File: config.mk
export PLATFORM = sky130hd
export DESIGN_NAME = pwf_mul
export DESIGN_NICKNAME = d
export VERILOG_FILES = /design/src/rtl/core/pwf_pkg.sv /design/src/rtl/core/pwf_mul.sv
export SDC_FILE = /design/constraint.sdc
export NUM_CORES = 2
export LEC_CHECK = 0
export BUFFER_PORTS_ARGS = -buffer_cell sky130_fd_sc_hd__buf_4
export CORE_MARGIN = 5
export CORE_UTILIZATION = 45
export CTS_CLUSTER_DIAMETER = 50
export CTS_CLUSTER_SIZE = 10
export DETAILED_ROUTE_END_ITERATION = 16
export SYNTH_ARGS = -nofsm -noshare
export SYNTH_HDL_FRONTEND = slang
export SYNTH_SLANG_ARGS = --single-unit
File: constraint.sdc
create_clock -name clk -period 10.54 [get_ports clk]
set_input_delay 1.581 -clock clk [delete_from_list [all_inputs] [get_ports clk]]
set_output_delay 1.581 -clock clk [all_outputs]
set_load 0.03 [all_outputs]
File: src/rtl/core/pwf_pkg.sv
// Shared types, codes and helpers for the parabolic waypoint follower.
package pwf_pkg;

  // Sequencer states
  typedef enum logic [4:0] {
    S_IDLE, S_CHECK, S_ARC, S_NSQ, S_PEAK, S_LIFT_DIV, S_LIFT_WAIT,
    S_WP_MUL, S_WP_DIV, S_WP_WAIT, S_DIFF, S_SQ_MUL, S_SQ_ACC,
    S_ROOT, S_ROOT_WAIT, S_STEP_MUL, S_STEP, S_U_DIV, S_U_WAIT,
    S_MV_MUL, S_MV_ADD, S_R_MUL, S_CAPTURE, S_EMIT
  } state_t;

  // Flight phase codes
  typedef enum logic [1:0] {
    PH_IDLE, PH_TO_PKG, PH_TO_CUS, PH_DONE
  } phase_t;

  // Register map (word index)
  typedef enum logic [1:0] {
    REG_SPEED, REG_RADIUS, REG_PEAK, REG_COUNT
  } reg_addr_t;

  // Input action codes
  localparam logic ACT_START = 1'b0;
  localparam logic ACT_TICK  = 1'b1;

  // Shared unit widths
  localparam int MUL_W  = 33;
  localparam int DIV_NW = 64;
  localparam int DIV_DW = 34;
  localparam int SQ_W   = 66;
  localparam int ROOT_W = 34;

  // Divider request and response
  typedef struct packed {
    logic              start;
    logic [DIV_NW-1:0] num;
    logic [DIV_DW-1:0] den;
  } div_req_t;

  typedef struct packed {
    logic              busy;
    logic              done;
    logic [DIV_NW-1:0] quo;
  } div_rsp_t;

  // Clamp a 36-bit signed value to the signed 32-bit range
  function automatic logic signed [31:0] sat32(input logic signed [35:0] v);
    logic signed [31:0] r;
    if (v > 36'sd2147483647) begin
      r = 32'sh7FFF_FFFF;
    end else if (v < -36'sd2147483648) begin
      r = 32'sh8000_0000;
    end else begin
      r = v[31:0];
    end
    return r;
  endfunction

endpackage

File: src/rtl/core/pwf_mul.sv
// Shared unsigned multiplier with registered product.
module pwf_mul (
  input  logic                      clk,
  input  logic [pwf_pkg::MUL_W-1:0] a,
  input  logic [pwf_pkg::MUL_W-1:0] b,
  output logic [2*pwf_pkg::MUL_W-1:0] p
);

  always_ff @(posedge clk) begin
    p <= a * b;
  end

endmodule

# Word-level counts from Yosys, hierarchy flattened

Index checks and enable logic that the tools add are counted.

Bits in registers: 66
Bits in latches: 0
Bits in writable memories: 0
ROM bits: 0
Input port bits: 67
Output and inout bits: 66
Word-level logic and storage cells: 2
Memories: 0

Add/sub/neg operators: 0
Multipliers: 1
Div/mod/pow operators: 0
$lt $le $gt $ge: 0
Eq/ne operators: 0
Shift operators: 0
Multiplexer cells: 0
Bitwise logic cells: 0
Reduce and logical (&&, ||, !) cells: 0

Operators with widths:

| operator                     | number |
|---|---|
| multiplier 33 x 33 -> 66 bit | 1 |

# Logic depth before layout (Yosys ltp)

Word-level depth: 1
Mapped depth: 30
Gate-level depth less buffers: 28

# Least setup slack after synthesis

Ideal clock, no wire load.

Kind: input -> register
From: input port b[0] (netlist name)
To: register p[58] (netlist name)
Library setup time: 0.072 ns
Arrival: 8.613 ns
Required time: 10.468 ns
Slack: 1.855 ns
Stages on the path: 28
Buffers on the path: 2
Cell sequence: clkbuf_1 > and2_1 > fa_1 > inv_1 > fa_1 > inv_1 > fa_1 > inv_1 > fa_1 > inv_1 > fa_1 > fa_1 > fa_1 > inv_1 > fa_1 > inv_1 > ha_1 > buf_2 > nand2_1 > or4_1 > or3_1 > o22ai_1 > o211a_1 > o21ai_2 > nand3b_4 > o31a_1 > o21ai_2 > xor2_1

Word-level cells in the longest chain between the ends: 1

Ends and longest elaborated chain:

| item                         | line          | RTL |
|---|---|---|
| start, declared              | pwf_mul.sv:5  | `input logic [pwf_pkg::MUL_W-1:0] b,` |
| multiplier 33 x 33 -> 66 bit | pwf_mul.sv:10 | `p <= a * b;` |
| end signal, assigned         | pwf_mul.sv:10 |  |
| end, declared                | pwf_mul.sv:6  | `output logic [2*pwf_pkg::MUL_W-1:0] p` |

Every way passes these cells.

# Worst setup path after layout

From: input port b[24] (netlist name)
To: register p[64] (netlist name)

The elaborated chain is that of the path after synthesis.

==> summary.txt <==
Final setup margin = 1.30 ns
Max incr delay on CP = 0.63 ns
Finish-stage setup viols = 0
First-pass GRT wire length = 161,000 um
Post-Route WL = 101,000 um
Reg clk slew, reported paths = 0.06 ns
Most frequent cells in the layout = inv_1, fa_1, and2_1
Max FFs per register = 66
Syn avg cell area = 9.04 um2
Clock sink total = 66
Htree depth = 3
# diodes = 0
Design area = 38,500 um2
Crit path max fanout = 33
Die Wd = 295 um
Total Nets Final = 5,278
Core Rows = 104
# fillers = 7,832
Worst-margin pin slew = 0.728 ns
RSZ-0062 raised after global routing = false
Area delta synth->final = 5.26%
Grt ovf = 0
Status = finished, final reports clean
Largest net degree at the start of global routing = 34
MaxCap Viol Count = 0
HP Class = primary input to register
Top FF cell, synth = dfxtp_1
Fmax = 108 MHz
Count of cell types in the netlist = 57
Dpl cells = 5,037
CP endpoint kind = register
Gr usage total = 0.238
Initial antenna violation count = 1
# Post-CTS Setup Buffers = 0
CP Class = primary input to register
Die span in y = 295 um
Ports = 133
Number of global-route vias before repair = 28,600
Most common cell after layout, fill and taps aside = inv_1
Root Driver = clkbuf_16
CTS Hold Buffers Added = 0
Crit path launch type = primary input
Multi-input combinational cell area = 30,600 um2
Final period util = 0.877
Crit-path slowest cell = fa_1
DR vias = 26,000
Num CTS Buffers = 9
DP Area = 38,200 um2
Seq cells post-synth = 66
Port Buffers = 132
HPWL after DPL = 80,500 um
YS warnings = 0
Met1 Wirelength = 38,900 um
Final TNS setup = 0 ns
Critical Path RT = 10.82 ns
Via/cell ratio = 5.14
DR top layer = met4
Initial DRT Pass Iterations = 5
Layout cells sized above 1 = 0.0403
Die area = 87,100 um2
Met3 wire len = 4260 um
Met2 WL = 52,200 um
CTS tree = done
CP most frequent cell = fa_1
Post-synthesis sequential area ratio = 0.0361
Post-place setup slack = 1.01 ns
CP Launch Point = b[24]
Slew headroom = 0.508
Worst setup path endpoint = p[64]
Hold Fails Final Rpt = 0
Syn Inst Count = 4,048
Starting density of the core = 0.454
Minimum clock period after layout = 9.24 ns
Routed Antenna Nets = 0
Bufs on Longest Clock Path = 2
Initial DRC count = 1,332
Synth Net Count = 5,338
Non-Filler Instances = 5,053
Core box area = 80,500 um2
Placer Congestion = 0.881
DRC viols = 0
EDFF count, synth = 0
Largest register by flop count = p
Avg WL per Cell = 20.0 um
Regs by FF count = p: 66 flops
Final Max Tran Viols = 0
Mapped cell area = 36,600 um2
Worst EP arrival = 9.52 ns
CTS resizes = 0
FF/Latch Area = 1320 um2
FFs w/ async S/R, synth = 0
-- worst min-delay path by stage --
stage | from | to | slack (ns) | cells past startpoint
after global routing | b[0] | p[0] | 1.72 | 2
final | b[0] | p[0] | 1.70 | 2
after global placement | p[25] | p[25] | 2.01 | 1
after CTS | b[0] | p[0] | 1.69 | 2
after floorplan | b[0] | p[0] | 1.71 | 1
after detailed placement | p[57] | p[57] | 2.01 | 1
-- cells in the mapped netlist (all sizes together), types with 3 or more instances --
| cell | instances | area (um2) |
|---|---|---|
| nand3 | 10 | 50.1 |
| nand2 | 568 | 2130 |
| dfxtp | 66 | 1320 |
| inv | 1049 | 3940 |
| xnor2 | 41 | 359 |
| o31ai | 3 | 22.5 |
| o21ai | 40 | 208 |
| nor2b | 6 | 37.5 |
| a211oi | 5 | 37.5 |
| ha | 265 | 3320 |
| o21a | 7 | 52.6 |
| o21bai | 8 | 60.1 |
| a31oi | 6 | 37.5 |
| nor2 | 33 | 124 |
| and4 | 4 | 35.0 |
| a21oi | 73 | 365 |
| nand4 | 16 | 100 |
| xor2 | 24 | 210 |
| a21boi | 3 | 22.5 |
| fa | 958 | 19200 |
| nor3 | 4 | 20.0 |
| and2 | 574 | 3590 |
| and3 | 7 | 43.8 |
| a21o | 31 | 233 |
| clkbuf | 209 | 785 |
-- metrics by stage --
stage / hold WS, ns / utilization
global placement: 2.01 / 0.474
finish: 1.70 / 0.478
global route: 1.72 / 0.478
detailed placement: 2.01 / 0.474
CTS: 1.69 / 0.478
floorplan: 1.71 / -
-- final cells by class --
type                       count  area share
tap                         1060      0.0344
sequential                    66      0.0343
inverter                    1049       0.102
multi-input combinational   2722       0.793
clock buffer                  10     0.00594
clock inverter                 6     0.00299
timing repair buffer         140      0.0273
-- worst max-delay path: cells and delay by family --
family	cells	cell delay [ns]
AO/OA/AOI/OAI	4	0.88
XOR/XNOR	1	0.17
adder cells (fa/ha/maj)	9	4.52
buffers and inverters	6	0.72
AND/OR/NAND/NOR	6	1.60
-- logic make-up after synthesis --
| group | synth area share |
|---|---|
| buf+inv | 0.129 |
| xor+xnor | 0.0156 |
| compound gates | 0.0345 |
| flops | 0.0361 |
| simple gates | 0.170 |
| fa+ha+maj | 0.615 |
-- per-layer routing --
metal / vias to the layer above / global-route usage
li1: 11400 / -
met1: 13700 / 0.293
met2: 709 / 0.428
met3: 190 / 0.0249
met4: 0 / 0.100
met5: - / 0
Power is left out: the tool's default activity adds up to more than one toggle a clock period on the data nets, which glitch-free logic cannot reach.
