**src/rtl/core/pwf_pkg.sv**
```systemverilog
// Shared types, codes and helpers for the parabolic waypoint follower.
package pwf_pkg;

  // Sequencer states
  typedef enum logic [4:0] {
    S_IDLE, S_CHECK, S_ARC, S_NSQ, S_PEAK, S_LIFT_DIV, S_LIFT_WAIT,
    S_WP_MUL, S_WP_DIV, S_WP_WAIT, S_DIFF, S_SQ_MUL, S_SQ_ACC,
    S_ROOT, S_ROOT_WAIT, S_STEP_MUL, S_STEP, S_U_DIV, S_U_WAIT,
    S_MV_MUL, S_MV_ADD, S_R_MUL, S_CAPTURE, S_EMIT
  } state_t;

  // Flight phase codes
  typedef enum logic [1:0] {
    PH_IDLE, PH_TO_PKG, PH_TO_CUS, PH_DONE
  } phase_t;

  // Register map (word index)
  typedef enum logic [1:0] {
    REG_SPEED, REG_RADIUS, REG_PEAK, REG_COUNT
  } reg_addr_t;

  // Input action codes
  localparam logic ACT_START = 1'b0;
  localparam logic ACT_TICK  = 1'b1;

  // Shared unit widths
  localparam int MUL_W  = 33;
  localparam int DIV_NW = 64;
  localparam int DIV_DW = 34;
  localparam int SQ_W   = 66;
  localparam int ROOT_W = 34;

  // Divider request and response
  typedef struct packed {
    logic              start;
    logic [DIV_NW-1:0] num;
    logic [DIV_DW-1:0] den;
  } div_req_t;

  typedef struct packed {
    logic              busy;
    logic              done;
    logic [DIV_NW-1:0] quo;
  } div_rsp_t;

  // Clamp a 36-bit signed value to the signed 32-bit range
  function automatic logic signed [31:0] sat32(input logic signed [35:0] v);
    logic signed [31:0] r;
    if (v > 36'sd2147483647) begin
      r = 32'sh7FFF_FFFF;
    end else if (v < -36'sd2147483648) begin
      r = 32'sh8000_0000;
    end else begin
      r = v[31:0];
    end
    return r;
  endfunction

endpackage

```
**src/rtl/core/pwf_sqrt.sv**
```systemverilog
// Digit-by-digit integer square root, two radicand bits per cycle.
module pwf_sqrt (
  input  logic                       clk,
  input  logic                       rst,
  input  logic                       start,
  input  logic [pwf_pkg::SQ_W-1:0]   rad_in,
  output logic                       done,
  output logic [pwf_pkg::ROOT_W-1:0] root
);

  logic [pwf_pkg::SQ_W-1:0] rad;
  logic [35:0]              rem;
  logic [5:0]               cnt;
  logic                     busy;
  logic [37:0]              rem_s;
  logic [37:0]              trial;
  logic                     ge;

  always_comb begin
    rem_s = {rem, rad[pwf_pkg::SQ_W-1:pwf_pkg::SQ_W-2]};
    trial = {2'b00, root, 2'b01};
    ge    = (rem_s >= trial);
  end

  // control: one step per radicand bit pair
  always_ff @(posedge clk) begin
    if (rst) begin
      busy <= 1'b0;
      done <= 1'b0;
      cnt  <= '0;
    end else begin
      done <= 1'b0;
      if (start) begin
        busy <= 1'b1;
        cnt  <= '0;
      end else if (busy) begin
        cnt <= cnt + 6'd1;
        if (cnt == 6'(pwf_pkg::SQ_W / 2 - 1)) begin
          busy <= 1'b0;
          done <= 1'b1;
        end
      end
    end
  end

  // datapath
  always_ff @(posedge clk) begin
    if (start) begin
      rad  <= rad_in;
      rem  <= '0;
      root <= '0;
    end else if (busy) begin
      rad  <= {rad[pwf_pkg::SQ_W-3:0], 2'b00};
      rem  <= ge ? 36'(rem_s - trial) : rem_s[35:0];
      root <= {root[pwf_pkg::ROOT_W-2:0], ge};
    end
  end

endmodule

```
**config.mk**
```make
export PLATFORM = sky130hd
export DESIGN_NAME = pwf_sqrt
export DESIGN_NICKNAME = d
export VERILOG_FILES = /design/src/rtl/core/pwf_pkg.sv /design/src/rtl/core/pwf_sqrt.sv
export SDC_FILE = /design/constraint.sdc
export NUM_CORES = 1
export LEC_CHECK = 0
export BUFFER_PORTS_ARGS = -buffer_cell sky130_fd_sc_hd__buf_2
export CAP_MARGIN = 10
export CORE_ASPECT_RATIO = 0.9
export CORE_MARGIN = 3
export CORE_UTILIZATION = 45
export DETAILED_ROUTE_END_ITERATION = 8
export PLACE_DENSITY = 0.67
export SKIP_CTS_REPAIR_TIMING = 1
export SLEW_MARGIN = 10
export SYNTH_ARGS = -nofsm -noshare
export SYNTH_HDL_FRONTEND = slang
export SYNTH_SLANG_ARGS = --single-unit
```
**constraint.sdc**
```tcl
create_clock -name clk -period 3 [get_ports clk]
set_input_delay 0.3 -clock clk [delete_from_list [all_inputs] [get_ports clk]]
set_output_delay 0.3 -clock clk [all_outputs]
set_load 0.005 [all_outputs]
```
Word-level counts from Yosys, hierarchy flattened --
Index checks and enable logic that the tools add are counted.
Storage, ports and cells: flip-flop bits (word level) 144, logic and storage cells 21
Cells by class: $add $sub $neg 2, $lt $le $gt $ge 1, eq/ne operators 1, multiplexer cells 7, bitwise gates (word level) 1, reductions and logical operators 3
Operators by type and width (count):
- 2-to-1 mux 66 bit | 2
- >= comparator 38 x 36 -> 1 bit | 1
- 2-to-1 mux 36 bit | 1
- subtractor 36 bit | 1
- adder 6 x 1 -> 6 bit (second input constant) | 1
- equality test 6 bit (second input constant) | 1
- 2-to-1 mux 1 bit | 4
- OR reduction 3 bit | 1
- nonzero test 2 bit | 1
- OR reduction 2 bit | 1
- NOT 1 bit | 1

Longest topological paths before layout --
word-level depth 4, depth in mapped cells 14, depth with buffers taken out 12

Least setup slack after synthesis --
No wires, ideal clock.
path kind flip-flop to flip-flop, start point register root[5] in the netlist's numbering, end point register rem[14], setup time 118 ps, arrival 2834 ps, path slack 48 ps, stages on the path, launching flop included 13, path buffers 1, clock period less this slack 2952 ps, cells stage by stage dfxtp_1 > inv_1 > ha_1 > a211o_1 > o211ai_2 > nand4_1 > a31o_2 > o31ai_4 > o221ai_2 > a41o_1 > buf_4 > or3_1 > o2111a_1
On the way: longest elaborated chain between the ends 2, elaborated cells on any way between the ends 3, those cells by class add/sub: 1; order compare: 1; mux: 1
Ends and longest elaborated chain:
- start, declared | line pwf_sqrt.sv:8 | output logic [pwf_pkg::ROOT_W-1:0] root
- start signal, assigned | line pwf_sqrt.sv:55 | root <= {root[pwf_pkg::ROOT_W-2:0], ge};
- subtractor 36 bit or >= comparator 38 x 36 -> 1 bit (tied branches) | line pwf_sqrt.sv:54, pwf_sqrt.sv:22
- 2-to-1 mux 36 bit (*) | line pwf_sqrt.sv:54 | rem <= ge ? 36'(rem_s - trial) : rem_s[35:0];
- end signal, assigned | line pwf_sqrt.sv:54
- end, declared | line pwf_sqrt.sv:12 | logic [35:0] rem;
Every way passes the cells marked *; elsewhere a longest branch is shown, timed or not. A chain may end at the register's enable or synchronous reset.

Final worst setup path --
start point register root[2] in the netlist's numbering, end point register rem[25]
The elaborated chain is that of the path after synthesis.

==> results_dict.tcl <==
set metrics [dict create \
    timing.critical_path.fanout_max 4 \
    leakage_component_of_the_power_nw 4.21 \
    worst_r2r_setup_slack_ns 0.06 \
    die_w_um 146 \
    unrepaired_setup_endpoints_after_global_routing "yes" \
    detailedPlacementHpwl_mm 11.9 \
    post-route-drc-count 0 \
    drtAntennaViolNets 0 \
    antenna_violations_before_repair 1 \
    asyncSetResetFlopFracSynth 0 \
    syn-num-nets 882 \
    first_global_vias 5811 \
    layout-drive-gt1-share 0.364 \
    critical_path.n_buffers_inverters 3 \
    pre_cts_slack_ns -0.0754 \
    maxClockFrequency_mhz 340 \
    synthFlopType "dfxtp_1" \
    io_buffers 103 \
    timing.final.setup_violations 0 \
    postRouteWirelength_mm 17.9 \
    syn_inst 775 \
    timing.critical_path.from_type "flip-flop" \
    tritoncts.num_buffers 17 \
    synth-seq-area-share 0.449 \
    netSwitchingFraction 0.351 \
    synth_cell_types 64 \
    route.detailed.vias_per_inst 5.19 \
    internal_power_w 0.00509 \
    net-switching-power_w 0.00275 \
    worst_path_dominant_cell_family "compound AO/OA/AOI/OAI gates" \
    critical-path-slowest-cell "a31o_2" \
    min-delay-path-class "input port to flip-flop" \
    grt-ovfl-total 0 \
    r2r_cells 14 \
    htree_levels 4 \
    layout.cell_area.non_filler_um2 10100 \
    ios 104 \
    clock_latency_of_the_later_clocked_register_in_the_worst_skew_pair_ns 0.42 \
    fin_hold_ws_ns 0.0576 \
    timing.hold.worst_path_depth 2 \
    clock_skew_ns 0.0107 \
    grt_max_degree 78 \
    outcome "finished, final reports clean" \
    final_max_slew_viol_count 0 \
    max_slew.worst_pin.slew_ns 0.886 \
    grt_first_pass_wirelength_mm 28.3 \
    setup.worst_path.class "flip-flop to flip-flop" \
    power.share.combinational 0.440 \
    crit_path_cell_trace "inv_1, ha_4, a21o_1, a21oi_2, nand4_1, a31o_2, o31ai_4, o221ai_4, a41oi_4, buf_12, buf_6, or2b_1, o211ai_1, a21oi_1" \
    drv_cap 0 \
    core_region_area_um2 17100 \
    ys_warn_count 0 \
    endpoint_kind "flip-flop" \
    post_dr_wirelength_cell_um 15.2 \
    place_congestion 0.845 \
    period_minus_slack_ns 2.94 \
    power.density_cell_area_nw_per_um2 780 \
    postSynthAreaPerCell_um2 10.2 \
    cp_data_arrival_time_ns 3.22 \
    synthesis.area_um2 7900 \
    drt_first_iter_violations 310 \
    fin_tns_setup_ns 0 \
    timing.final.crit_share 0.980 \
    post-route-worst-setup-slack_ns 0.0610 \
    synth-edff-count 66 \
    worstSetupPathDepth 14 \
    ys_ff_latch 144 \
    drt-pass1-iter-count 5 \
    rows 45 \
    cts_tree "done" \
    critical_path.max_stage_delay_ns 0.33 \
    pwr-share-clk 0.254 \
    finalHoldViolCount 0 \
    clkTransAtPathRegs_ns 0.07 \
    cp_data_required_time_ns 3.28 \
    synthToLayoutAreaGrowth_pct 27.3 \
    grtUsageTotal 0.178 \
    clockBufferDepth 2 \
    initial_standard_cell_utilization_of_the_core 0.463 \
    die-height_um 132 \
    post_dp_cell_area_um2 9020 \
    power.ir.vdd_worst_mv 0.484 \
    share_seq_of_total_power 0.306 \
    die_footprint_um2 19200 \
    layout.nets 1041 \
    clock_sink_count 144 \
    worst_rel_slew_slack 0.409 \
    via_count 6141 \
    cts_root_buf "clkbuf_16" \
]
## layout by cell type, fill, tap and decap left out, types with 3 or more instances in the layout
master | Yosys | routed
mux2_2 | 64 | 64
xor2_1 | 16 | 16
nand4_1 | 7 | 7
buf_4 | 1 | 73
buf_2 | 3 | 102
a21oi_1 | 48 | 42
mux2i_1 | 39 | 39
inv_6 | 0 | 6
o211ai_1 | 9 | 9
dfxtp_2 | 0 | 10
ha_1 | 38 | 23
nand2_1 | 35 | 33
nor2_1 | 92 | 91
clkbuf_16 | 0 | 19
or3_1 | 5 | 4
a211oi_1 | 22 | 22
nor3_1 | 8 | 8
dfxtp_1 | 78 | 67
a21oi_2 | 1 | 7
a211o_1 | 3 | 3
and3_1 | 8 | 7
ha_4 | 0 | 14
clkinvlp_4 | 0 | 3
and2_1 | 5 | 5
nand3_1 | 11 | 10
o21ai_0 | 28 | 26
nor2b_1 | 5 | 4
a21o_1 | 18 | 18
buf_6 | 4 | 4
edfxtp_1 | 66 | 66
o211a_1 | 5 | 5
o21bai_1 | 5 | 5
inv_1 | 51 | 47
xnor2_1 | 22 | 22
inv_2 | 0 | 4
o21ai_1 | 1 | 3
## logic make-up (layout without fill, tap and decap cells)
logic type | after synthesis | in the layout | synth area share
buffers and inverters | 94 | 266 | 0.0496
AOI/OAI and AO/OA | 177 | 177 | 0.158
and+or+nand+nor | 181 | 181 | 0.101
muxes | 103 | 103 | 0.141
DFF | 144 | 144 | 0.449
xor gates and xnor gates | 38 | 38 | 0.0421
other | 0 | 1 | 0
adders and majority gates | 38 | 38 | 0.0602
## cells in the mapped netlist (6+ instances only)
| cell | n | share of area |
|---|---|---|
| o211ai_1 | 9 | 0.0086 |
| dfxtp_1 | 78 | 0.20 |
| nand3_1 | 11 | 0.0070 |
| mux2i_1 | 39 | 0.049 |
| edfxtp_1 | 66 | 0.25 |
| nor2_1 | 92 | 0.044 |
| a21o_1 | 18 | 0.017 |
| ha_1 | 38 | 0.060 |
| nor3_1 | 8 | 0.0051 |
| nand4_1 | 7 | 0.0055 |
| a21oi_1 | 48 | 0.030 |
| xnor2_1 | 22 | 0.024 |
| a211oi_1 | 22 | 0.021 |
| clkbuf_1 | 28 | 0.013 |
| nand2_1 | 35 | 0.017 |
| inv_1 | 51 | 0.024 |
| and3_1 | 8 | 0.0063 |
| buf_1 | 6 | 0.0029 |
| mux2_2 | 64 | 0.091 |
| o21ai_0 | 28 | 0.018 |
| xor2_1 | 16 | 0.018 |
## power by group through the flow
stage                     clock [W]  sequential [W]  combinational (W)
after floorplan                   0         0.00239            0.00215
after global placement            0         0.00242            0.00283
after detailed placement          0         0.00242            0.00285
after CTS                   0.00204         0.00238            0.00288
after global routing        0.00213         0.00243            0.00379
final                       0.00199         0.00240            0.00345
## registers in the layout (all words and copies together) (netlist names)
register  flops
cnt           6
root         34
done          1
busy          1
rem          36
rad          66
## layout make-up
cell class	count	area (um^2)
fillers	1505	7010
multi-input cells	537	4260
flip-flops and latches	144	3560
repair buffers	183	1190
clock buffers	18	429
well taps	235	294
inverters	51	191
clock inverters	14	120
diodes	1	2.50
## through the flow
step | power [W] | util | instances
after global routing | 0.00834 | 0.589 | 1182
final | 0.00784 | 0.589 | 1183
after CTS | 0.00731 | 0.561 | 1168
after floorplan | 0.00455 | - | 775
after detailed placement | 0.00527 | 0.529 | 1136
after global placement | 0.00526 | 0.529 | 1136
## worst reg2reg max path, cell delays in order (launching register included)
cell      delay [ns]
dfxtp_2         0.32
inv_1           0.06
ha_4            0.26
a21o_1          0.17
a21oi_2         0.17
nand4_1         0.19
a31o_2          0.33
o31ai_4         0.25
o221ai_4        0.18
a41oi_4         0.24
buf_12          0.15
buf_6           0.09
or2b_1          0.21
o211ai_1        0.09
a21oi_1         0.09
## path summary, 6_finish.rpt
check / to / startpoint
min: busy$_SDFF_PP0_ / rst
min reg2reg: done$_SDFF_PP0_ / cnt[5]$_SDFFE_PP0P_
max reg2reg: rem[25]$_SDFFE_PP0P_ / root[2]$_SDFFE_PP0P_
max: rem[25]$_SDFFE_PP0P_ / root[2]$_SDFFE_PP0P_
## routing by layer
| layer | part of all wire | vias to the layer above | routed length (um) | global-route usage |
|---|---|---|---|---|
| li1 | - | 3113 | - | - |
| met1 | 0.48 | 2906 | 8630 | 0.246 |
| met2 | 0.46 | 107 | 8280 | 0.274 |
| met3 | 0.047 | 13 | 844 | 0.0548 |
| met4 | 0.0089 | 2 | 159 | 0.0406 |
| met5 | 0.00072 | - | 13 | 0 |
No activity file was read; power rests on OpenSTA's default activity.
