$ cat src/rtl/core/pwf_pkg.sv
// Shared types, codes and helpers for the parabolic waypoint follower.
package pwf_pkg;

  // Sequencer states
  typedef enum logic [4:0] {
    S_IDLE, S_CHECK, S_ARC, S_NSQ, S_PEAK, S_LIFT_DIV, S_LIFT_WAIT,
    S_WP_MUL, S_WP_DIV, S_WP_WAIT, S_DIFF, S_SQ_MUL, S_SQ_ACC,
    S_ROOT, S_ROOT_WAIT, S_STEP_MUL, S_STEP, S_U_DIV, S_U_WAIT,
    S_MV_MUL, S_MV_ADD, S_R_MUL, S_CAPTURE, S_EMIT
  } state_t;

  // Flight phase codes
  typedef enum logic [1:0] {
    PH_IDLE, PH_TO_PKG, PH_TO_CUS, PH_DONE
  } phase_t;

  // Register map (word index)
  typedef enum logic [1:0] {
    REG_SPEED, REG_RADIUS, REG_PEAK, REG_COUNT
  } reg_addr_t;

  // Input action codes
  localparam logic ACT_START = 1'b0;
  localparam logic ACT_TICK  = 1'b1;

  // Shared unit widths
  localparam int MUL_W  = 33;
  localparam int DIV_NW = 64;
  localparam int DIV_DW = 34;
  localparam int SQ_W   = 66;
  localparam int ROOT_W = 34;

  // Divider request and response
  typedef struct packed {
    logic              start;
    logic [DIV_NW-1:0] num;
    logic [DIV_DW-1:0] den;
  } div_req_t;

  typedef struct packed {
    logic              busy;
    logic              done;
    logic [DIV_NW-1:0] quo;
  } div_rsp_t;

  // Clamp a 36-bit signed value to the signed 32-bit range
  function automatic logic signed [31:0] sat32(input logic signed [35:0] v);
    logic signed [31:0] r;
    if (v > 36'sd2147483647) begin
      r = 32'sh7FFF_FFFF;
    end else if (v < -36'sd2147483648) begin
      r = 32'sh8000_0000;
    end else begin
      r = v[31:0];
    end
    return r;
  endfunction

endpackage

$ cat src/rtl/core/pwf_div.sv
// Bit-serial restoring divider, one quotient bit per cycle.
module pwf_div (
  input  logic              clk,
  input  logic              rst,
  input  pwf_pkg::div_req_t req,
  output pwf_pkg::div_rsp_t rsp
);

  logic [pwf_pkg::DIV_NW-1:0] quo;
  logic [pwf_pkg::DIV_DW-1:0] rem;
  logic [pwf_pkg::DIV_DW-1:0] den;
  logic [5:0]                 cnt;
  logic                       busy;
  logic                       done;
  logic [pwf_pkg::DIV_DW:0]   rem_s;
  logic [pwf_pkg::DIV_DW+1:0] diff;
  logic                       qbit;
  logic [pwf_pkg::DIV_DW-1:0] rem_next;

  // trial subtract
  always_comb begin
    rem_s    = {rem, quo[pwf_pkg::DIV_NW-1]};
    diff     = {1'b0, rem_s} - {2'b00, den};
    qbit     = ~diff[pwf_pkg::DIV_DW+1];
    rem_next = qbit ? diff[pwf_pkg::DIV_DW-1:0] : rem_s[pwf_pkg::DIV_DW-1:0];
  end

  // control
  always_ff @(posedge clk) begin
    if (rst) begin
      busy <= 1'b0;
      done <= 1'b0;
      cnt  <= '0;
    end else begin
      done <= 1'b0;
      if (req.start) begin
        busy <= 1'b1;
        cnt  <= '0;
      end else if (busy) begin
        cnt <= cnt + 6'd1;
        if (cnt == 6'd63) begin
          busy <= 1'b0;
          done <= 1'b1;
        end
      end
    end
  end

  // datapath
  always_ff @(posedge clk) begin
    if (req.start) begin
      rem <= '0;
      quo <= req.num;
      den <= req.den;
    end else if (busy) begin
      rem <= rem_next;
      quo <= {quo[pwf_pkg::DIV_NW-2:0], qbit};
    end
  end

  assign rsp.busy = busy;
  assign rsp.done = done;
  assign rsp.quo  = quo;

endmodule

$ cat config.mk
export PLATFORM = sky130hd
export DESIGN_NAME = pwf_div
export DESIGN_NICKNAME = d
export VERILOG_FILES = /design/src/rtl/core/pwf_pkg.sv /design/src/rtl/core/pwf_div.sv
export SDC_FILE = /design/constraint.sdc
export NUM_CORES = 1
export LEC_CHECK = 0
export BUFFER_PORTS_ARGS = -buffer_cell sky130_fd_sc_hd__buf_2
export CAP_MARGIN = 10
export CORE_ASPECT_RATIO = 2
export CORE_MARGIN = 3
export CORE_UTILIZATION = 40
export DETAILED_ROUTE_END_ITERATION = 10
export HOLD_SLACK_MARGIN = 0.06
export PLACE_DENSITY = 0.65
export SYNTH_ARGS = -nofsm -noshare
export SYNTH_HDL_FRONTEND = slang
export SYNTH_SLANG_ARGS = --single-unit
export TNS_END_PERCENT = 100
$ cat constraint.sdc
create_clock -name clk -period 3.9 [get_ports clk]
set_clock_uncertainty 0.05 [all_clocks]
set_input_delay 0.585 -clock clk [delete_from_list [all_inputs] [get_ports clk]]
set_output_delay 0.585 -clock clk [all_outputs]
set_load 0.1 [all_outputs]
# --- Word-level counts from Yosys, hierarchy flattened ---
# Index checks and enable logic that the tools add are counted.
word_totals:
  input_bits: 101
  regBits: 140
  output_inout_bits: 66
  wordCells: 21
op_classes:
  n_reduce_logical: 3
  n_bitwise: 2
  mux: 7
  n_addsub: 2
  eq_ne: 1
op_table:
  columns: ["op", "count"]
  rows:
  - ["$mux W64", 2]
  - ["$sub A35 B34 Y36", 1]
  - ["$mux W34", 1]
  - ["$add A6 B1 Y6 const B", 1]
  - ["$eq A6 B6 Y1 const B", 1]
  - ["$mux W1", 4]
  - ["$reduce_or A3 Y1", 1]
  - ["$not A1 Y1", 2]
  - ["$reduce_bool A2 Y1", 1]
  - ["$reduce_or A2 Y1", 1]

# --- Logic depth before layout (Yosys ltp) ---
# Gate-level depths: netlist of run 1.
logic_depth:
  word_depth: 4
  mapped_depth: 14
  ltp_nobuf: 13

# --- Worst setup path before layout of run 1 ---
# Ideal clock, no wire load.
synth_timing:
  path_type: "register -> register"
  start: "reg quo[63] (netlist bit)"
  end: "reg rem[32] (netlist bit)"
  setup_time_ns: 0.117
  synth_period_minus_slack_ns: 3.233
  required_time_ns: 3.733
  path_stages_with_launch: 14
  slack_ns: 0.667
  t_arrival_ns: 3.066
  path_buffers: 0
  cell_sequence: "edfxtp_1 inv_1 ha_1 inv_1 fa_1 a211oi_1 o211ai_1 nand4_1 a31oi_1 a21oi_1 a31o_2 mux2i_1 o21ai_0 a32o_1"
synth_via:
  elab_chain_len: 2
synth_lines:
  columns: ["item", "line_no", "source"]
  rows:
  - ["from (decl)", "pwf_div.sv:9", "logic [pwf_pkg::DIV_NW-1:0] quo;"]
  - ["from (signal assigned)", "pwf_div.sv:53", "quo <= req.num;"]
  - ["from (signal assigned)", "pwf_div.sv:57", "quo <= {quo[pwf_pkg::DIV_NW-2:0], qbit};"]
  - ["$sub A35 B34 Y36", "pwf_div.sv:23", "diff = {1'b0, rem_s} - {2'b00, den};"]
  - ["$mux W34", "pwf_div.sv:25", "rem_next = qbit ? diff[pwf_pkg::DIV_DW-1:0] : rem_s[pwf_pkg::DIV_DW-1:0];"]
  - ["to (signal assigned)", "pwf_div.sv:56", "rem <= rem_next;"]
  - ["to (decl)", "pwf_div.sv:10", "logic [pwf_pkg::DIV_DW-1:0] rem;"]
# No other way between the ends.
# A chain may end at the register's enable or synchronous reset.

# --- Worst setup path after layout of run 1 ---
layout_timing:
  start: "reg den[22] (netlist bit)"
  end: "reg rem[8] (netlist bit)"
layout_via:
  elab_chain_len: 2
layout_lines:
  columns: ["item", "line_no", "source"]
  rows:
  - ["from (decl)", "pwf_div.sv:11", "logic [pwf_pkg::DIV_DW-1:0] den;"]
  - ["from (signal assigned)", "pwf_div.sv:54", "den <= req.den;"]
  - ["$sub A35 B34 Y36", "pwf_div.sv:23", null]
  - ["$mux W34", "pwf_div.sv:25", null]
# No other way between the ends.

==> results of run 1 <==
==> worst max-delay path: stages, from the launching register on <==
cell and delay, ns:
edfxtp_1 0.34, inv_1 0.05, ha_1 0.45, nand4_4 0.16, nor3_4 0.24, nand2_1 0.12, a32oi_1 0.24, o2111ai_1 0.21
a21oi_4 0.66, buf_12 0.24, nor2b_1 0.05, a31oi_1 0.15, a211oi_1 0.09
==> area by class of cell <==
| type | count | area share, % |
|---|---|---|
| clock buffer | 17 | 4.62 |
| clock inverter | 14 | 1.59 |
| multi-input combinational | 471 | 37.7 |
| timing repair buffer | 171 | 10.0 |
| inverter | 37 | 1.51 |
| sequential | 140 | 41.1 |
| tap | 252 | 3.43 |
==> metal layers <==
metal | share of wire, % | vias up
met1 | 35 | 2678
met2 | 55 | 178
met3 | 6.3 | 38
met4 | 2.9 | 0
li1 | - | 2825
met5 | 0 | -
==> kinds of logic after synthesis <==
kind of cell    share of synthesized area, %
xor+xnor                                3.46
compound gates                          14.2
flops                                   49.9
buf+inv                                 4.49
fa+ha+maj                               6.04
simple gates                            10.0
mux                                     11.9
==> flip-flops by register name (all words and copies together) (netlist names) <==
register,flops
cnt,6
quo,64
rem,34
busy,1
den,34
done,1
==> where the power goes <==
group | switching [mW] | total [mW] | internal (mW)
Clock | 0.639 | 1.58 | 0.938
Sequential | 0.0698 | 1.81 | 1.74
Combinational | 0.939 | 1.30 | 0.360
==> layout by cell type, fill, tap and decap left out, types with 30 or more instances in the layout <==
| cell type | synthesis | routed |
|---|---|---|
| nand2_1 | 50 | 50 |
| buf_2 | 6 | 165 |
| edfxtp_1 | 98 | 98 |
| inv_1 | 37 | 36 |
| a211oi_1 | 30 | 30 |
| o21ai_0 | 33 | 33 |
| nor2_1 | 58 | 58 |
| ha_1 | 35 | 35 |
| dfxtp_1 | 42 | 41 |
| mux2_2 | 65 | 65 |
| a21oi_1 | 39 | 39 |
==> through the flow <==
step	utilization [%]	setup slack [ns]	total power, mW	cell area [µm²]	cells
after global placement	46.7	0.723	3.14	8630	1071
after global routing	49.8	0.412	4.89	9200	1102
after detailed placement	46.7	0.701	3.15	8630	1071
final	49.8	0.679	4.69	9200	1102
after CTS	49.8	0.668	4.74	9200	1102
after floorplan	-	0.667	2.88	7590	689
==> path summary, 6_finish.rpt <==
check | start | endpoint | slack, ns | cells after the start
setup / recovery | den[22] | rem[8] | 0.68 | 12
hold / removal | rst | busy | 0.28 | 2
setup reg to reg | den[22] | rem[8] | 0.68 | 12
hold reg to reg | cnt[5] | cnt[5] | 0.44 | 2
==> impl_metrics.toml, run 1 <==
[global_routing]
antenna_found_initial = 0
grtUsageMet1_pct = 17.7
grt_pass1_wl_um = 29200
grt_max_degree = 134
grt_use_met2_pct = 32.9
gr-total-overflow = 0
busiest_layer = "met2"
grt_use_met3_pct = 5.57
grt_use_total_pct = 17.9
grt_pass1_vias = 6166

[pwr]
irDropWorstVdd_v = 0.000385
p_per_area_nw_per_um2 = 510
p_leak_nw = 3.79

[clock_network]
cts.clk_slew.worst_paths_ns = 0.06
htreeDepth = 4
clk_path_buf_depth = 2
cts_root_buf = "clkbuf_16"
cts_resized = 0
cts_tree = "done"
cts_sinks = 140
cts_setup_buffers = 0
hold_buffers = 0
cts_buffers = 17
worst_skew_pair.late_latency_ns = 0.42

[timing]
rsz0062_at_grt = "no"
finalCritPeriodShare_pct = 82.6
setup_viol = 0
worstMarginPinSlew_ns = 0.758
fmax_mhz = 310
post-route-min-period_ns = 3.22
slew_viol_final = 0
whs_ns = 0.276
hold_viol = 0
fin_setup_tns_ns = 0
relSlewSlack_pct = 49.4

[place]
gp_congestion = 0.849
hpwl_um = 13000
io_buffers = 166

[synth]
synth_area_leaders = "edfxtp_1, dfxtp_1, mux2_2"
synth_edf_count = 98
ys_types = 61
seq_area_frac_synth_pct = 49.9
synth.most_common_cell = "edfxtp_1"
avgSynthCellArea_um2 = 11.0
syn-cell-area_um2 = 7590
yosys.area.top_type = "edfxtp_1"
yosysWarnings = 0
syn-num-nets = 826
yosys-top-cells-count = "edfxtp_1, mux2_2, nor2_1"
synth_ff_type = "edfxtp_1"
yosysTopAreaCellShare_pct = 38.8
ys_ff_latch = 140
syn-instance-count = 689
ys_async_sr_fraction_pct = 0

[detailed_routing]
drtPass1Iterations = 7
drtIter0Drc = 203
num_vias = 5719
viasPerCell = 5.19
route.detailed.drc = 0
avgRoutedWirePerCell_um = 16.1
wl_um = 17700
detail-route-antenna-nets = 0

[floorplanning]
dieArea_um2 = 20800
die_h_um = 201
io_pins = 167
start_util_pct = 41.1
rows = 70
core_um2 = 18500
die_w_um = 103

[cells_and_area]
fillCellCount = 1696
seq_area_um2 = 3780
drive_gt1_share_pct = 32.9
layout.nets = 975
diodes = 0
multi_input_area_um2 = 3470
area_growth_pct = 21.3

[worst_hold_path]
hp-class = "in2reg"

[critical_path]
cp_max_fo = 21
crit_type = "reg2reg"
required_ns = 4.12
end_kind = "register"
startpoint_type = "register"
cp_data_arrival_time_ns = 3.44

[run]
maxCapViolCount = 0

[outcome]
status = "finished clean"
Power figures use the tool's default switching activity.
==> run 2: changes to the inputs <==
ABC_AREA = 1   (was default)
PLACE_DENSITY = 0.66   (was 0.65)
clock period = 2.7 ns   (was 3.9 ns; I/O delays follow)
==> impl_metrics.toml, run 2 <==
[outcome]
status = "finished clean"

[synth]
synth-xor-area-share_pct = 1.57
synth_fa_ha_area_share_pct = 5.47
synth_edf_count = 98
yosysWarnings = 0
synth_top_family_by_area = "simple AND/OR/NAND/NOR gates"
syn-num-nets = 1275
yosysTopAreaCellShare_pct = 35.1
yosys-top-cells-count = "nand2_1, inv_1, edfxtp_1"
ys_async_sr_fraction_pct = 0
yosys.area.top_type = "edfxtp_1"
synth_ff_type = "edfxtp_1"
synth_area_leaders = "edfxtp_1, nand2_1, dfxtp_1"
syn-cell-area_um2 = 8380
synth_mux_area_share_pct = 0
synth-simple-area-share_pct = 33.2
ys_ff_latch = 140
ys_types = 39
synth_compound_area_share_pct = 4.88
avgSynthCellArea_um2 = 7.36
seq_area_frac_synth_pct = 45.2
synth.most_common_cell = "nand2_1"
syn-instance-count = 1138

[place]
io_buffers = 166
gp_congestion = 0.984
hpwl_um = 20200

[global_routing]
grt_use_total_pct = 23.2
gr-total-overflow = 0
grt_pass1_wl_um = 39800
grt_pass1_vias = 7948
antenna_found_initial = 0
grt_max_degree = 90

[detailed_routing]
drtIter0Drc = 301
wl_met3_um = 1210
route.detailed.drc = 0
num_vias = 7886
avgRoutedWirePerCell_um = 16.1
top_layer_used = "met4"
viasPerCell = 4.94
wl_met1_um = 8520
wl_met2_um = 14000
detail-route-antenna-nets = 0
drtPass1Iterations = 6
wl_um = 25700

[clock_network]
cts_setup_buffers = 0
hold_buffers = 0
worst_skew_pair.late_latency_ns = 0.44
htreeDepth = 4
cts_tree = "done"
cts_root_buf = "clkbuf_16"
cts_resized = 0
cts_sinks = 140
clk_path_buf_depth = 2
cts.clk_slew.worst_paths_ns = 0.06
cts_buffers = 17

[timing]
relSlewSlack_pct = 34.0
finalCritPeriodShare_pct = 91.5
post-route-min-period_ns = 2.47
fin_setup_tns_ns = 0
worstMarginPinSlew_ns = 0.990
setup_viol = 0
slew_viol_final = 0
hold_viol = 0
fmax_mhz = 405
whs_ns = 0.0895
rsz0062_at_grt = "no"

[cells_and_area]
mostFrequentLayoutCells = "nand2_1, inv_1, buf_2"
area_growth_pct = 21.2
layout.nets = 1453
reg_top3 = "quo: 64 flops, den: 34 flops, rem: 34 flops"
layout_commonest_cell = "nand2_1"
drive_gt1_share_pct = 18.1
diodes = 0
largest_register = "quo"
largest_reg_flops = 64

[critical_path]
crit_type = "reg2reg"
required_ns = 2.98
cp_max_fo = 22
worstPathCellList = "inv_1 > ha_1 > nand2_1 > nand2_1 > nand2_1 > nand3_1 > a21oi_2 > nand3_2 > nand2_4 > buf_4 > nand3_1 > nand2_1 > clkinv_1 > nand2_1 > nand2_1"
cp_slowest_stage_delay_ns = 0.40
end_kind = "register"
cp_top_family = "simple AND/OR/NAND/NOR gates"
startpoint_type = "register"
cp_slowest_cell = "edfxtp_1"
cpMostUsedCell = "nand2_1"
cp_num_buf_inv = 3
cp_data_arrival_time_ns = 2.75

[floorplanning]
start_util_pct = 40.9
die_w_um = 108
dieArea_um2 = 22800
io_pins = 167
core_um2 = 20500
die_h_um = 211
rows = 74

[run]
maxCapViolCount = 0

[pwr]
p_leak_nw = 5.35
irDropWorstVdd_v = 0.000528
p_per_area_nw_per_um2 = 607

[worst_hold_path]
hp-class = "in2reg"
## run 2: final cells by class
| cell class | instances | area, µm² |
|---|---|---|
| Clock buffer | 19 | 433 |
| Clock inverter | 13 | 118 |
| Fill cell | 2088 | 10300 |
| Inverter | 173 | 649 |
| Multi-Input combinational cell | 794 | 3790 |
| Sequential cell | 140 | 3780 |
| Tap cell | 266 | 333 |
| Timing Repair Buffer | 190 | 1050 |
## run 2: logic make-up (layout without fill, tap and decap cells)
kind of cell,count (synthesis),count (layout)
buf+inv,204,395
compound gates,74,74
simple gates,669,669
fa+ha+maj,36,36
flops,140,140
xor+xnor,15,15
## run 2: power breakdown
group / internal [mW] / switching [mW]
clock network: 1.27 / 0.955
registers: 2.48 / 0.0728
logic: 0.263 / 1.12
total: 4.01 / 2.15
## run 2: final timing paths
kind / start / to / slack, ns / cells past startpoint
worst min register to register: rem[23] / rem[23] / 0.42 / 2
worst min-delay path: req[8] / den[8] / 0.09 / 1
worst max register to register: den[16] / rem[33] / 0.23 / 15
worst max-delay path: den[16] / rem[33] / 0.23 / 15
## run 2: through the flow
stage / power [mW] / cell area (µm²) / std cells / setup WS (ns) / util, %
after floorplan: 3.65 / 8380 / 1138 / 0.0529 / -
after global placement: 3.98 / 9600 / 1563 / 0.248 / 46.9
after detailed placement: 3.98 / 9600 / 1563 / 0.230 / 46.9
after CTS: 6.24 / 10200 / 1595 / 0.223 / 49.6
after global routing: 6.40 / 10200 / 1595 / 0.0242 / 49.6
final: 6.16 / 10200 / 1595 / 0.229 / 49.6
## run 2: per-layer routing
metal	vias to the layer above	global-route usage (%)
met4	0	16.6
met5	-	0
met2	269	43.3
met3	101	4.77
met1	3569	21.7
li1	3947	-
## run 2: worst reg2reg max path, delay by kind of cell, from the launching register on
| family | cells | cell delay [ns] |
|---|---|---|
| buffers and inverters | 3 | 0.41 |
| AND/OR/NAND/NOR | 10 | 0.98 |
| adder cells (fa/ha/maj) | 1 | 0.29 |
| AO/OA/AOI/OAI | 1 | 0.25 |
| flip-flops | 1 | 0.40 |
